## src/hw/rtl/lru_tbl_pkg.sv

```systemverilog
package lru_tbl_pkg;

	localparam int ADDR_PORT_W = 64;
	localparam int SLOT_PORT_W = 2;

	typedef enum logic [3:0] {
		ST_IDLE  = 4'b0001,
		ST_SCAN  = 4'b0010,
		ST_DRAIN = 4'b0100,
		ST_WRITE = 4'b1000
	} lru_state_t;

endpackage

```

## src/hw/rtl/lru_tbl_if.sv

```systemverilog
interface lru_req_if import lru_tbl_pkg::*; ();
	logic                   valid;
	logic                   ready;
	logic [ADDR_PORT_W-1:0] lookup_address;

	modport source(output valid, output lookup_address, input ready);
	modport sink(input valid, input lookup_address, output ready);
endinterface

interface lru_rsp_if import lru_tbl_pkg::*; ();
	logic                   valid;
	logic                   ready;
	logic                   was_hit;
	logic [SLOT_PORT_W-1:0] slot_used;
	logic                   did_evict;
	logic [ADDR_PORT_W-1:0] evicted_address;

	modport source(output valid, output was_hit, output slot_used, output did_evict,
		output evicted_address, input ready);
	modport sink(input valid, input was_hit, input slot_used, input did_evict,
		input evicted_address, output ready);
endinterface

```

## src/hw/rtl/lru_tbl_ram.sv

```systemverilog
module lru_tbl_ram #(
	parameter int WIDTH = 8,
	parameter int DEPTH = 4
) (
	input  logic                     clk,
	input  logic                     we,
	input  logic [$clog2(DEPTH)-1:0] waddr,
	input  logic [WIDTH-1:0]         wdata,
	input  logic [$clog2(DEPTH)-1:0] raddr,
	output logic [WIDTH-1:0]         rdata
);

	logic [WIDTH-1:0] mem_q [DEPTH];

	always_ff @(posedge clk) begin
		if (we) begin
			mem_q[waddr] <= wdata;
		end
		rdata <= mem_q[raddr];
	end

endmodule

```

## src/hw/rtl/lru_tbl_front.sv

```systemverilog
module lru_tbl_front import lru_tbl_pkg::*; #(
	parameter int ADDR_WIDTH = 64
) (
	input  logic                  clk,
	input  logic                  arst_n,
	lru_req_if.sink               req,
	output logic                  q_valid,
	output logic [ADDR_WIDTH-1:0] q_addr,
	input  logic                  q_pop
);

	// two-entry queue of trimmed addresses
	logic [ADDR_WIDTH-1:0] buf_q [2];
	logic                  wr_ptr_q;
	logic                  rd_ptr_q;
	logic [1:0]            cnt_q;
	logic                  push;
	logic                  pop;

	assign req.ready = (cnt_q != 2'd2);
	assign push      = req.valid && req.ready;
	assign q_valid   = (cnt_q != 2'd0);
	assign pop       = q_pop && q_valid;
	assign q_addr    = buf_q[rd_ptr_q];

	always_ff @(posedge clk) begin
		if (push) begin
			buf_q[wr_ptr_q] <= req.lookup_address[ADDR_WIDTH-1:0];
		end
	end

	always_ff @(posedge clk or negedge arst_n) begin
		if (!arst_n) begin
			wr_ptr_q <= 1'b0;
			rd_ptr_q <= 1'b0;
			cnt_q    <= 2'd0;
		end else begin
			if (push) begin
				wr_ptr_q <= !wr_ptr_q;
			end
			if (pop) begin
				rd_ptr_q <= !rd_ptr_q;
			end
			if (push && !pop) begin
				cnt_q <= cnt_q + 2'd1;
			end else if (pop && !push) begin
				cnt_q <= cnt_q - 2'd1;
			end
		end
	end

endmodule

```

## src/hw/rtl/lru_tbl_engine.sv

```systemverilog
module lru_tbl_engine import lru_tbl_pkg::*; #(
	parameter int ENTRIES     = 4,
	parameter int ADDR_WIDTH  = 64,
	parameter int STAMP_WIDTH = 32
) (
	input  logic                  clk,
	input  logic                  arst_n,
	input  logic                  q_valid,
	input  logic [ADDR_WIDTH-1:0] q_addr,
	output logic                  q_pop,
	lru_rsp_if.source             rsp
);

	localparam int IDX_W = $clog2(ENTRIES);
	localparam int CNT_W = $clog2(ENTRIES + 1);

	lru_state_t             state_q;
	logic [CNT_W-1:0]       fill_q;
	logic [STAMP_WIDTH-1:0] stamp_cnt_q;
	logic [IDX_W-1:0]       issue_idx_q;
	logic                   chk_vld_s1;
	logic [IDX_W-1:0]       chk_idx_s1;
	logic                   hit_q;
	logic [IDX_W-1:0]       hit_idx_q;
	logic [STAMP_WIDTH-1:0] min_q;
	logic [IDX_W-1:0]       vic_q;
	logic [ADDR_WIDTH-1:0]  vic_tag_q;
	logic [ADDR_WIDTH-1:0]  addr_q;
	logic                   out_vld_q;

	logic                   full;
	logic [IDX_W-1:0]       last_idx;
	logic                   out_free;
	logic                   start;
	logic                   issue;
	logic [IDX_W-1:0]       rd_addr;
	logic [IDX_W-1:0]       slot;
	logic                   do_write;
	logic                   evict;
	logic [ADDR_WIDTH-1:0]  tag_rd;
	logic [STAMP_WIDTH-1:0] stamp_rd;

	assign full      = (fill_q == CNT_W'(ENTRIES));
	assign last_idx  = IDX_W'(fill_q - 1'b1);
	assign out_free  = !out_vld_q || rsp.ready;
	assign start     = (state_q == ST_IDLE) && q_valid;
	assign q_pop     = start;
	assign issue     = (start && (fill_q != '0)) || (state_q == ST_SCAN);
	assign rd_addr   = (state_q == ST_IDLE) ? '0 : issue_idx_q;
	assign evict     = !hit_q && full;
	assign slot      = hit_q ? hit_idx_q : (full ? vic_q : IDX_W'(fill_q));
	assign do_write  = (state_q == ST_WRITE) && out_free;
	assign rsp.valid = out_vld_q;

	lru_tbl_ram #(.WIDTH(ADDR_WIDTH), .DEPTH(ENTRIES)) u_tag_ram (
		.clk   (clk),
		.we    (do_write && !hit_q),
		.waddr (slot),
		.wdata (addr_q),
		.raddr (rd_addr),
		.rdata (tag_rd)
	);

	lru_tbl_ram #(.WIDTH(STAMP_WIDTH), .DEPTH(ENTRIES)) u_stamp_ram (
		.clk   (clk),
		.we    (do_write),
		.waddr (slot),
		.wdata (stamp_cnt_q),
		.raddr (rd_addr),
		.rdata (stamp_rd)
	);

	always_ff @(posedge clk or negedge arst_n) begin
		if (!arst_n) begin
			state_q     <= ST_IDLE;
			fill_q      <= '0;
			stamp_cnt_q <= '0;
			issue_idx_q <= '0;
			chk_vld_s1  <= 1'b0;
			hit_q       <= 1'b0;
			out_vld_q   <= 1'b0;
		end else begin
			chk_vld_s1 <= issue;
			if (chk_vld_s1 && !hit_q && (tag_rd == addr_q)) begin
				hit_q <= 1'b1;
			end
			if (do_write) begin
				out_vld_q <= 1'b1;
			end else if (rsp.ready) begin
				out_vld_q <= 1'b0;
			end
			unique case (state_q)
				ST_IDLE: begin
					if (q_valid) begin
						hit_q       <= 1'b0;
						issue_idx_q <= IDX_W'(1);
						if (stamp_cnt_q != '1) begin
							stamp_cnt_q <= stamp_cnt_q + 1'b1;
						end
						if (fill_q == '0) begin
							state_q <= ST_WRITE;
						end else if (last_idx == '0) begin
							state_q <= ST_DRAIN;
						end else begin
							state_q <= ST_SCAN;
						end
					end
				end
				ST_SCAN: begin
					issue_idx_q <= issue_idx_q + 1'b1;
					if (issue_idx_q == last_idx) begin
						state_q <= ST_DRAIN;
					end
				end
				ST_DRAIN: begin
					state_q <= ST_WRITE;
				end
				ST_WRITE: begin
					if (out_free) begin
						if (!hit_q && !full) begin
							fill_q <= fill_q + 1'b1;
						end
						state_q <= ST_IDLE;
					end
				end
				default: begin
					state_q <= ST_IDLE;
				end
			endcase
		end
	end

	always_ff @(posedge clk) begin
		chk_idx_s1 <= rd_addr;
		if (start) begin
			addr_q <= q_addr;
		end
		if (chk_vld_s1 && !hit_q && (tag_rd == addr_q)) begin
			hit_idx_q <= chk_idx_s1;
		end
		// ties go to the higher index
		if (chk_vld_s1 && ((chk_idx_s1 == '0) || (stamp_rd <= min_q))) begin
			min_q     <= stamp_rd;
			vic_q     <= chk_idx_s1;
			vic_tag_q <= tag_rd;
		end
		if (do_write) begin
			rsp.was_hit         <= hit_q;
			rsp.slot_used       <= SLOT_PORT_W'(slot);
			rsp.did_evict       <= evict;
			rsp.evicted_address <= evict ? ADDR_PORT_W'(vic_tag_q) : '0;
		end
	end

endmodule

```

## src/hw/rtl/lru_address_table.sv

```systemverilog
// Fully associative address table of ENTRIES slots with LRU replacement by
// access stamp. Each request transaction yields exactly one response
// transaction. In the engine the idle state starts an item and reads entry
// zero, the scan state reads the other valid entries one per cycle over the
// single read port of the tag and stamp memories, the drain state takes the
// last read data, and the write state writes back and loads the response
// register; the write state waits while the response register still holds
// an unaccepted transaction. With one valid entry the scan state is skipped,
// and on an empty table the idle state goes straight to the write state. A
// two-entry request queue and the response register let both sides stall
// independently. No clearing pass is needed after reset. Address bits above
// ADDR_WIDTH are ignored; slot_used holds the low two bits of the slot index.
module lru_address_table import lru_tbl_pkg::*; #(
	parameter int ENTRIES     = 4,
	parameter int ADDR_WIDTH  = 64,
	parameter int STAMP_WIDTH = 32
) (
	input  logic      clk,
	input  logic      arst_n,
	lru_req_if.sink   req,
	lru_rsp_if.source rsp
);

	logic                  q_valid;
	logic [ADDR_WIDTH-1:0] q_addr;
	logic                  q_pop;
	logic [2:0]            pend_q;
	logic                  acc_in;
	logic                  acc_out;

	lru_tbl_front #(.ADDR_WIDTH(ADDR_WIDTH)) u_front (
		.clk     (clk),
		.arst_n  (arst_n),
		.req     (req),
		.q_valid (q_valid),
		.q_addr  (q_addr),
		.q_pop   (q_pop)
	);

	lru_tbl_engine #(
		.ENTRIES     (ENTRIES),
		.ADDR_WIDTH  (ADDR_WIDTH),
		.STAMP_WIDTH (STAMP_WIDTH)
	) u_engine (
		.clk     (clk),
		.arst_n  (arst_n),
		.q_valid (q_valid),
		.q_addr  (q_addr),
		.q_pop   (q_pop),
		.rsp     (rsp)
	);

	assign acc_in  = req.valid && req.ready;
	assign acc_out = rsp.valid && rsp.ready;

	// transactions in flight
	always_ff @(posedge clk or negedge arst_n) begin
		if (!arst_n) begin
			pend_q <= 3'd0;
		end else if (acc_in && !acc_out) begin
			pend_q <= pend_q + 3'd1;
		end else if (acc_out && !acc_in) begin
			pend_q <= pend_q - 3'd1;
		end
	end

	a_no_orphan_rsp: assert property (@(posedge clk) disable iff (!arst_n)
		rsp.valid |-> (pend_q != 3'd0))
		else $error("response without pending request");

	a_pend_bound: assert property (@(posedge clk) disable iff (!arst_n)
		pend_q <= 3'd4)
		else $error("more transactions in flight than storage");

	a_evict_addr: assert property (@(posedge clk) disable iff (!arst_n)
		(rsp.valid && !rsp.did_evict) |-> (rsp.evicted_address == '0))
		else $error("evicted address set without eviction");

	a_hit_no_evict: assert property (@(posedge clk) disable iff (!arst_n)
		(rsp.valid && rsp.did_evict) |-> !rsp.was_hit)
		else $error("hit reported with eviction");

endmodule

```

## src/flat_wrapper.sv

```systemverilog
// flat-port wrapper written by rule: the top's interface ports become plain ports
module lru_address_table_flat import lru_tbl_pkg::*;
#(
	parameter int ENTRIES     = 4,
	parameter int ADDR_WIDTH  = 64,
	parameter int STAMP_WIDTH = 32
)
  (clk, arst_n, req_valid, req_lookup_address, req_ready, rsp_valid, rsp_was_hit, rsp_slot_used, rsp_did_evict, rsp_evicted_address, rsp_ready);
  lru_req_if req_i ();
  lru_rsp_if rsp_i ();
  input  logic clk;
  input  logic arst_n;
  input wire logic [$bits(req_i.valid)-1:0] req_valid;
  input wire logic [$bits(req_i.lookup_address)-1:0] req_lookup_address;
  output wire logic [$bits(req_i.ready)-1:0] req_ready;
  output wire logic [$bits(rsp_i.valid)-1:0] rsp_valid;
  output wire logic [$bits(rsp_i.was_hit)-1:0] rsp_was_hit;
  output wire logic [$bits(rsp_i.slot_used)-1:0] rsp_slot_used;
  output wire logic [$bits(rsp_i.did_evict)-1:0] rsp_did_evict;
  output wire logic [$bits(rsp_i.evicted_address)-1:0] rsp_evicted_address;
  input wire logic [$bits(rsp_i.ready)-1:0] rsp_ready;
  assign req_i.valid = req_valid;
  assign req_i.lookup_address = req_lookup_address;
  assign req_ready = req_i.ready;
  assign rsp_valid = rsp_i.valid;
  assign rsp_was_hit = rsp_i.was_hit;
  assign rsp_slot_used = rsp_i.slot_used;
  assign rsp_did_evict = rsp_i.did_evict;
  assign rsp_evicted_address = rsp_i.evicted_address;
  assign rsp_i.ready = rsp_ready;
  lru_address_table #(.ENTRIES(ENTRIES), .ADDR_WIDTH(ADDR_WIDTH), .STAMP_WIDTH(STAMP_WIDTH)) u_core (.clk(clk), .arst_n(arst_n), .req(req_i), .rsp(rsp_i));
endmodule
```

## config.mk

```make
export PLATFORM = sky130hd
export DESIGN_NAME = lru_address_table_flat
export DESIGN_NICKNAME = d
export VERILOG_FILES = /design/src/hw/rtl/lru_tbl_pkg.sv /design/src/hw/rtl/lru_tbl_if.sv /design/src/hw/rtl/lru_tbl_ram.sv /design/src/hw/rtl/lru_tbl_front.sv /design/src/hw/rtl/lru_tbl_engine.sv /design/src/hw/rtl/lru_address_table.sv /design/src/flat_wrapper.sv
export SDC_FILE = /design/constraint.sdc
export NUM_CORES = 1
export LEC_CHECK = 0
export ABC_AREA = 1
export BUFFER_PORTS_ARGS = -buffer_cell sky130_fd_sc_hd__buf_2
export CORE_UTILIZATION = 30
export CTS_BUF_LIST = sky130_fd_sc_hd__clkbuf_8
export DETAILED_ROUTE_END_ITERATION = 10
export GPL_TIMING_DRIVEN = 0
export SLEW_MARGIN = 20
export SYNTH_ARGS = -nofsm -noshare
export SYNTH_HDL_FRONTEND = slang
export SYNTH_HIERARCHICAL = 1
export SYNTH_SLANG_ARGS = --single-unit
export TNS_END_PERCENT = 10
```

## constraint.sdc

```tcl
create_clock -name clk -period 6.25 [get_ports clk]
set_input_delay 0.9375 -clock clk [delete_from_list [all_inputs] [get_ports clk]]
set_output_delay 0.9375 -clock clk [all_outputs]
set_load 0.02 [all_outputs]
```

# Word level (Yosys, flattened, before mapping)
# Memory sizes are Yosys's and may differ from the RTL's. A register that Yosys moved wholly into a read port is not among the register bits.
# Cells that the tools add are included.
# word_totals
register_bits	218
ram_bits	512
input_bits	68
wordCells	100
mem_count	3
# op_classes
add_sub_neg	6
magnitude_cmp	1
n_eq_ne	12
n_mux	24
reduce_logical	35
# mem_list
memory	depth	word_bits	read_ports	rd_clocked_by_memory_dff	wr	line	source
u_core.u_engine.u_tag_ram.mem_q	4	64	1	1	1	lru_tbl_ram.sv:13	logic [WIDTH-1:0] mem_q [DEPTH];
u_core.u_engine.u_stamp_ram.mem_q	4	32	1	1	1	lru_tbl_ram.sv:13	
u_core.u_front.buf_q	2	64	1	1	1	lru_tbl_front.sv:13	logic [ADDR_WIDTH-1:0] buf_q [2];
# op_table
op	n
== test 64 bit	1
adder 32 x 1 -> 32 bit, second input constant	1
<= comparator 32 bit	1
inequality test 32 bit, second input constant	1
two-way mux 4 bit	4
one-hot mux 4 bit (4 select lines)	1
logical AND 1 bit	13
two-way mux 2 bit	6
two-way mux 1 bit	11
AND reduction 3 bit	3
nonzero test 2 bit	4
zero test 1 bit	7
inequality test 2 bit, second input constant	3
adder 2 x 1 -> 2 bit, second input constant	2
== test 4 x 1 -> 1 bit, second input constant	1
== test 4 x 2 -> 1 bit, second input constant	1
== test 4 x 3 -> 1 bit, second input constant	1
== test 4 bit, second input constant	1
zero test 2 bit	2
one-hot mux 2 bit (2 select lines)	1
subtractor 2 x 1 -> 2 bit, second input constant	2
adder 3 x 1 -> 3 bit, second input constant	1
== test 3 bit, second input constant	1
zero test 3 bit	1
6 further kinds	8

# Longest topological paths before layout
# Gate-level depths: netlist of run 1.
# depth
depth_word	6
mapped_depth	13
mapped_depth_nobuf	13

# Hierarchy
# Netlist of run 1, hierarchy kept.
# by_module_without_submodules
mod	instances	cells_each	area_each_um2	seq_area_each_um2
lru_tbl_engine	1	1251	12732.2	8109.0
lru_tbl_ram (u_core.u_engine.u_tag_ram)	1	1074	12042.8	8968.6
lru_tbl_ram (u_core.u_engine.u_stamp_ram)	1	541	6078.3	4484.3
lru_tbl_front	1	363	4872.2	3943.8

# Worst setup path after synthesis of run 1
# OpenSTA, ideal clock, no wires.
# synth_path
path_type	input-to-reg
startpoint	input rsp_ready
endpoint	memory u_core/u_engine/u_stamp_ram/mem_q[1][0] (netlist name) (enable)
setup_time_ns	0.461
arrival_time_ns	6.676
required_time_ns	5.789
setup_slack_ns	-0.888
stages	4
path_buffers	0
path_cell_list	nor2_1 -> nor2_1 -> inv_1 -> nor3_1
# synth_between
elab_chain_len	4
# synth_lines
item	line	source
start, declared	flat_wrapper.sv:21	input wire logic [$bits(rsp_i.ready)-1:0] rsp_ready;
logical OR 1 bit	lru_tbl_engine.sv:45	assign out_free = !out_vld_q || rsp.ready;
logical AND 1 bit	lru_tbl_engine.sv:52	assign do_write = (state_q == ST_WRITE) && out_free;
named net u_core.u_engine.do_write	lru_tbl_engine.sv:38	logic do_write;
two-way mux 1 bit	lru_tbl_ram.sv:16	if (we) begin
two-way mux 1 bit (not written as such)	lru_tbl_ram.sv:17	mem_q[waddr] <= wdata;
end, declared	lru_tbl_ram.sv:13	
# The timed path passes the listed nets, and every way through them passes these cells.

# Worst setup path after layout of run 1
# layout_path
startpoint	register u_core.u_engine.fill_q[0]
endpoint	memory u_core/u_engine/u_tag_ram/mem_q[3][39] (netlist name) (enable)
# layout_between
elab_chain_len	3
# layout_lines
item	line	source
start, declared	lru_tbl_engine.sv:18	logic [CNT_W-1:0] fill_q;
start signal, assigned	lru_tbl_engine.sv:121	fill_q <= fill_q + 1'b1;
== test 3 bit	lru_tbl_engine.sv:43	assign full = (fill_q == CNT_W'(ENTRIES));
two-way mux 2 bit (2 in a row)	lru_tbl_engine.sv:51	assign slot = hit_q ? hit_idx_q : (full ? vic_q : IDX_W'(fill_q));
named net u_core.u_engine.slot[1]	lru_tbl_engine.sv:37	logic [IDX_W-1:0] slot;
end, declared	lru_tbl_ram.sv:13	
# The timed path passes the listed nets, and every way through them passes these cells.

==> out/qor.txt, run 1 <==
Static Leak -> 18.6 nW
Crit Path Max Fanout -> 8
Syn Nets -> 3335
Final net count -> 3691
Sequential-to-total area share from yosys stat -> 71.4%
Synth Instances -> 3229
Commonest cells post-synth -> nand2_1 (975), edfxtp_1 (744), inv_1 (636)
Crit path required time -> 6740 ps
Final hold violations -> 0
Sequential share of power -> 46.4%
Ys async rst share -> 5.39%
PortBufs -> 137
Status -> completed
Global routing met2 resource utilization -> 22.7%
Longest Clk Path Bufs -> 3
Worst skew pair latency -> 820 ps
Clk sinks -> 890
Average vias per placed instance -> 4.22
Drt wl/cell -> 16.1 um
WHS -> 160 ps
Clock skew -> 62.8 ps
Slowest stage delay, CP -> 540 ps
Comb pwr share -> 28.5%
Crit-path slowest cell -> nor3_2
Total number of vias -> 22100
Post-synthesis cell type count -> 36
First-pass detailed-route iteration total -> 7
Setup Buffers After CTS -> 0
DR DRC count -> 0
Psw -> 6.98 mW
DP HPWL -> 61200 um
Row cnt -> 126
RSZ-0062 raised after global routing -> false
Post-CTS Resized -> 0
CP startpoint kind -> register
Die ar. -> 0.120 mm^2
Chip width -> 347 um
Final Cycle Share -> 55.2%
Post-Syn Area per Cell -> 11.1 um^2
Total power -> 19.5 mW
Ports -> 138
CTS Root Cell -> clkbuf_8
Synth area leaders -> edfxtp_1 (63%), nand2_1 (10%), inv_1 (6.7%), dfxtp_1 (5.5%), dfrtp_1 (3.3%)
Rel. slew slack -> 40.3%
FF+latch count, synth -> 890
Slew @ Worst Pin -> 892 ps
Max cap viols -> 0
Clock share of power -> 25.1%
Met1 GRT Util -> 17.7%
Crit Path Class -> reg -> reg
PD cells -> 464 mW/mm^2
Crit path buffers/inverters -> 6
Place WS -> 2830 ps
Die Y -> 347 um
H-tree Lvls -> 4
Initial antenna violation count -> 31
Top_reg_cell synth -> edfxtp_1
Crit path capture type -> register
Worst reg2reg setup slack -> 2800 ps
Cell-internal power -> 12.6 mW
Max Clk Rate -> 290 MHz
WP data arrival -> 3940 ps
DRT iter0 DRCs -> 1342
Area leader, netlist -> edfxtp_1
Total track usage -> 14.1%
Post-Syn Area -> 0.0357 mm^2
Hold Crit Class -> in -> async
Yosys top cell area share -> 62.5%
Core outline area -> 0.118 mm^2
Met3 track demand over resource -> 4.24%
Synth Warn # -> 6
Total gr overflow -> 0
# setup viols final -> 0
Largest net degree at the start of global routing -> 49
Vias in the first global route -> 22000
CP cell instances -> inv_1, ha_1, nand2_1, nor2_1, nand2_1, nand3_1, inv_1, nor3_2, buf_4, buf_6, buf_6, buf_4
CTS tree -> done
Fin. max-slew vios -> 0
Fin crit period -> 3450 ps
VDD IR max -> 251 uV
Global-route wire length before repair -> 129000 um
Area Growth Syn to Fin -> 17.9%
DRT Wirelength -> 84400 um
CP delay by family, top -> simple AND/OR/NAND/NOR gates
Hold buffers post-CTS -> 0
Most common cell in the netlist -> nand2_1
CTS buffer count -> 149
Global routing's busiest layer -> met2
Post-route ant nets -> 0
Reg clk slew, reported paths -> 60 ps
Net switching share of the total power -> 35.7%
Gp weighted congestion -> 0.867
EDFF count, synth -> 744
Final worst slack -> 2800 ps
Layout cells sized above 1 -> 14.3%
Starting density of the core -> 30.3%
## registers in the layout (all words and copies together) (netlist names), 3 cells and up
| signal | cells |
|---|---|
| u_core/u_engine/rsp.evicted_address | 64 |
| u_core/u_engine/fill_q | 3 |
| u_core/u_engine/min_q | 32 |
| u_core/u_engine/u_stamp_ram/rdata | 32 |
| u_core/u_engine/vic_tag_q | 64 |
| u_core/u_engine/u_stamp_ram/mem_q | 128 |
| u_core/u_engine/stamp_cnt_q | 32 |
| u_core/u_front/buf_q | 128 |
| u_core/u_engine/addr_q | 64 |
| u_core/u_engine/u_tag_ram/mem_q | 256 |
| u_core/u_engine/state_q | 4 |
| u_core/u_engine/u_tag_ram/rdata | 64 |
## worst register-to-register path, stage by stage (launching register included)
cell and delay, ps:
dfrtp_1 460, inv_1 130, ha_1 190, nand2_1 60
nor2_1 330, nand2_1 100, nand3_1 360, inv_1 150
nor3_2 540, buf_4 310, buf_6 180, buf_6 150
buf_4 210
## power by group through the flow
stage | sequential [mW] | combinational (mW) | clock [mW]
global route | 9.20 | 6.28 | 5.34
detailed placement | 9.19 | 5.61 | 0
CTS | 9.07 | 5.63 | 5.07
finish | 9.06 | 5.58 | 4.91
floorplan | 8.90 | 3.55 | 0
global placement | 9.22 | 5.10 | 0
## layout make-up
| type | instances | area [um^2] |
|---|---|---|
| diodes | 1 | 2.50 |
| plain buffers | 87 | 567 |
| clock buffers | 168 | 2310 |
| clock inverters | 110 | 579 |
| fillers | 11500 | 75900 |
| inverters | 645 | 2420 |
| multi-input cells | 1607 | 7310 |
| flip-flops and latches | 890 | 25500 |
| well taps | 1536 | 1920 |
| repair buffers | 205 | 1520 |
## path summary, 6_finish.rpt
kind	depth (start not counted)	endpoint	startpoint
max	12	u_core/u_engine/u_tag_ram/mem_q[3][39]	u_core/u_engine/fill_q[0]
min in group clk	1	u_core/u_front/buf_q[0][39]	req_lookup_address[39]
max in group asynchronous	1	u_core/u_engine/state_q[1]	arst_n
min reg2reg	0	u_core/u_engine/vic_tag_q[47]	u_core/u_engine/u_tag_ram/rdata[47]
min	1	u_core/u_engine/stamp_cnt_q[28]	arst_n
max reg2reg	12	u_core/u_engine/u_tag_ram/mem_q[3][39]	u_core/u_engine/fill_q[0]
## logic make-up after synthesis
family / Yosys count / synth area share (%)
buffers and inverters: 732 / 8.36
AND/OR/NAND/NOR: 1465 / 16.8
XOR/XNOR: 43 / 1.05
adder cells (fa/ha/maj): 38 / 1.33
flip-flops: 890 / 71.4
AO/OA/AOI/OAI: 61 / 1.05
## placed cells by master (no fill, tap or decap), drive strengths merged, types with 33 or more instances in the layout
master / netlist / final
buf: 78 / 283
clkbuf: 9 / 177
clkinv: 0 / 34
dfrtp: 47 / 47
dfxtp: 98 / 98
edfxtp: 744 / 744
ha: 38 / 38
inv: 645 / 712
nand2: 977 / 977
nand3: 230 / 230
nor2: 178 / 178
nor3: 33 / 33
## per-stage QoR
stage	util, %	setup TNS, ps	std cells	cell area, um^2
after floorplan	-	-21960	3229	35700
after global placement	32.5	-1827000	4902	38300
after detailed placement	33.2	0	4970	39200
after CTS	35.7	0	5248	42100
after global routing	35.7	0	5249	42100
final	35.7	0	5249	42100
## metal layers
| metal | vias to the layer above | part of all wire (%) | wire (um) |
|---|---|---|---|
| met3 | 190 | 7.1 | 6010 |
| met5 | - | 0.17 | 145 |
| met2 | 625 | 46 | 39100 |
| li1 | 11000 | - | - |
| met1 | 10300 | 43 | 36300 |
| met4 | 22 | 3.4 | 2830 |
Power figures use the tool's default switching activity.
==> run 2: changes to the inputs <==
--- a/config.mk
+++ b/config.mk
@@ -5,7 +5,7 @@
 export SDC_FILE = /design/constraint.sdc
 export NUM_CORES = 1
 export LEC_CHECK = 0
-export ABC_AREA = 1
+export ABC_AREA = 0
 export BUFFER_PORTS_ARGS = -buffer_cell sky130_fd_sc_hd__buf_2
 export CORE_UTILIZATION = 30
 export CTS_BUF_LIST = sky130_fd_sc_hd__clkbuf_8
==> constraint.sdc (replaced) <==
create_clock -name clk -period 3.1 [get_ports clk]
set_input_delay 0.465 -clock clk [delete_from_list [all_inputs] [get_ports clk]]
set_output_delay 0.465 -clock clk [all_outputs]
set_load 0.02 [all_outputs]
==> run 2 against run 1 <==
Worst setup slack lost 2800 ps; clock skew fell by 21 ps; largest cell class unchanged; critical endpoint is now u_core/u_engine/u_stamp_ram/mem_q[0][15]; critical path depth fell by 5; combinational power is 42% higher.
==> out/qor.txt, run 2 <==
Status -> completed
Fin. max-slew vios -> 0
Post-Syn Area per Cell -> 20.6 um^2
Synth Instances -> 1564
Clock skew -> 41.8 ps
Worst skew pair latency -> 790 ps
PD cells -> 911 mW/mm^2
DRT Wirelength -> 68200 um
Ports -> 138
Vias in the first global route -> 16100
Die Y -> 330 um
Slew @ Worst Pin -> 843 ps
Fin crit period -> 3090 ps
Post-route ant nets -> 0
Global-route wire length before repair -> 101000 um
Most common cell in the netlist -> edfxtp_1
Max Clk Rate -> 324 MHz
Die ar. -> 0.109 mm^2
Clk sinks -> 890
# setup viols final -> 0
DP HPWL -> 46200 um
Core outline area -> 0.106 mm^2
Commonest non-fill, non-tap cells in the layout -> edfxtp_1 (744), buf_2 (147), clkbuf_8 (144), inv_1 (108), dfxtp_1 (98)
DR DRC count -> 0
Area Growth Syn to Fin -> 20.1%
Row cnt -> 119
CP startpoint kind -> register
Average vias per placed instance -> 4.38
Crit Path Max Fanout -> 21
Post-synthesis cell type count -> 64
Top_reg_cell synth -> edfxtp_1
Yosys top cell area share -> 69.4%
Largest Register -> u_core/u_engine/u_tag_ram/mem_q
Initial antenna violation count -> 4
VDD IR max -> 435 uV
Layout cells sized above 1 -> 27.6%
Gp weighted congestion -> 0.774
Largest net degree at the start of global routing -> 49
CTS tree -> done
Fin area -> 0.0387 mm^2
Regs by FF count -> u_core/u_engine/u_tag_ram/mem_q x256, u_core/u_engine/u_stamp_ram/mem_q x128, u_core/u_front/buf_q x128
Hold Crit Class -> in -> reg
Synth area leaders -> edfxtp_1 (69%), mux4_2 (6.3%), dfxtp_1 (6.1%), dfrtp_1 (3.7%), mux2_4 (2.3%)
Final hold violations -> 0
CTS Root Cell -> clkbuf_8
Synth Warn # -> 6
DRT iter0 DRCs -> 873
Drt wl/cell -> 19.8 um
RSZ-0062 raised after global routing -> true
Longest Clk Path Bufs -> 3
Total track usage -> 12.7%
First-pass detailed-route iteration total -> 5
WP data arrival -> 3560 ps
Crit path required time -> 3570 ps
Sequential-to-total area share from yosys stat -> 79.2%
Fillers -> 9666
Static Leak -> 13.8 nW
Area after DPL -> 0.0353 mm^2
Total power -> 35.2 mW
Syn Nets -> 1670
Reg clk slew, reported paths -> 60 ps
Largest register FFs -> 256
Commonest cells post-synth -> edfxtp_1 (744), dfxtp_1 (98), mux4_2 (90)
FF+latch count, synth -> 890
Post-Syn Area -> 0.0322 mm^2
Total number of vias -> 15100
Total gr overflow -> 0
Most common cell after layout, fill and taps aside -> edfxtp_1
Ys async rst share -> 5.39%
Final Cycle Share -> 99.5%
Starting density of the core -> 30.4%
PortBufs -> 137
Crit path capture type -> register
CTS buffer count -> 134
Rel. slew slack -> 43.3%
Max cap viols -> 0
Crit Path Class -> reg -> reg
Final net count -> 2038
EDFF count, synth -> 744
Chip width -> 330 um
Area leader, netlist -> edfxtp_1
H-tree Lvls -> 4
## run 2: cell types whose count changed in the layout (fill, tap and decap cells not counted), moves of 28 or more
cell / previous run / this run
nand2_1: 975 / 32
inv_1: 695 / 108
nand3_1: 230 / 19
nor2_1: 173 / 18
mux4_2: 0 / 90
buf_4: 71 / 2
and2_1: 0 / 68
dlygate4sd3_1: 0 / 65
mux2_4: 0 / 50
xnor2_1: 16 / 44
## run 2: layer usage
layer  vias to the layer above  track usage [%]  part of all wire (%)
met5                         -                0                 0.035
met4                         4             3.89                   1.9
met3                       101             2.95                   4.3
met2                       321             21.2                    50
met1                      7768             16.4                    44
li1                       6883                -                     -
## run 2: timing repair
action	4_1_cts	5_1_grt
pin swaps	2	1
gates cloned	0	0
hold buffers	65	0
endpoints found under the setup margin	138	123
setup buffers	1	0
resized for setup	12	4
endpoints found under the hold margin	175	0
## run 2: path summary, 6_finish.rpt
check | startpoint | to | slack, ps | cells after the start
setup / recovery | u_core/u_engine/state_q[1] | u_core/u_engine/u_stamp_ram/mem_q[0][15] | 10 | 7
setup reg to reg | u_core/u_engine/state_q[1] | u_core/u_engine/u_stamp_ram/mem_q[0][15] | 10 | 7
hold reg to reg | u_core/u_engine/u_stamp_ram/rdata[30] | u_core/u_engine/min_q[30] | 430 | 0
min in group asynchronous | arst_n | u_core/u_engine/stamp_cnt_q[23] | 290 | 2
hold / removal | req_valid | u_core/u_front/wr_ptr_q | 140 | 3
max in group asynchronous | arst_n | u_core/u_engine/state_q[3] | 2250 | 2
## run 2: layout make-up
type | instances | area, um^2 | area share [%]
antenna | 4 | 10.0 | 0.0259
multi-input combinational | 580 | 6260 | 16.2
buffer | 36 | 358 | 0.925
sequential | 890 | 25500 | 66.0
tap | 1391 | 1740 | 4.50
clock buffer | 144 | 1980 | 5.13
clock inverter | 105 | 658 | 1.70
inverter | 58 | 224 | 0.579
timing repair buffer | 232 | 1930 | 4.99
## run 2: logic make-up after synthesis
kind of cell | Yosys count | share of synthesized area (%)
buf+inv | 94 | 1.78
flops | 890 | 79.2
mux | 164 | 9.73
compound gates | 59 | 1.26
fa+ha+maj | 38 | 1.48
xor+xnor | 79 | 2.15
simple gates | 240 | 4.38
## run 2: metrics by stage
step / TNS, ps / std cells / utilization, % / worst slack [ps] / hold WS, ps
after detailed placement: -23320 / 3121 / 33.3 / -627 / 422
after global placement: -1092480 / 3092 / 32.8 / -2280 / 417
after global routing: -1610 / 3437 / 36.5 / -95.7 / 106
after CTS: -194 / 3436 / 36.5 / -25.6 / 81.9
after floorplan: -144530 / 1564 / - / -625 / 169
final: 0 / 3440 / 36.5 / 14.0 / 143
## run 2: worst max-delay path, stage by stage (launching register included)
cell	delay (ps)
dfrtp_2	450
or4b_4	540
nand2b_4	190
clkinvlp_4	370
buf_12	240
nor3b_4	590
buf_8	250
buf_12	150
## run 2: power breakdown
part	internal, mW	total, mW	switching [mW]
Combinational	3.64	7.93	4.29
Sequential	16.5	18.0	1.54
Clock	4.85	9.27	4.42
Total	25.0	35.2	10.3
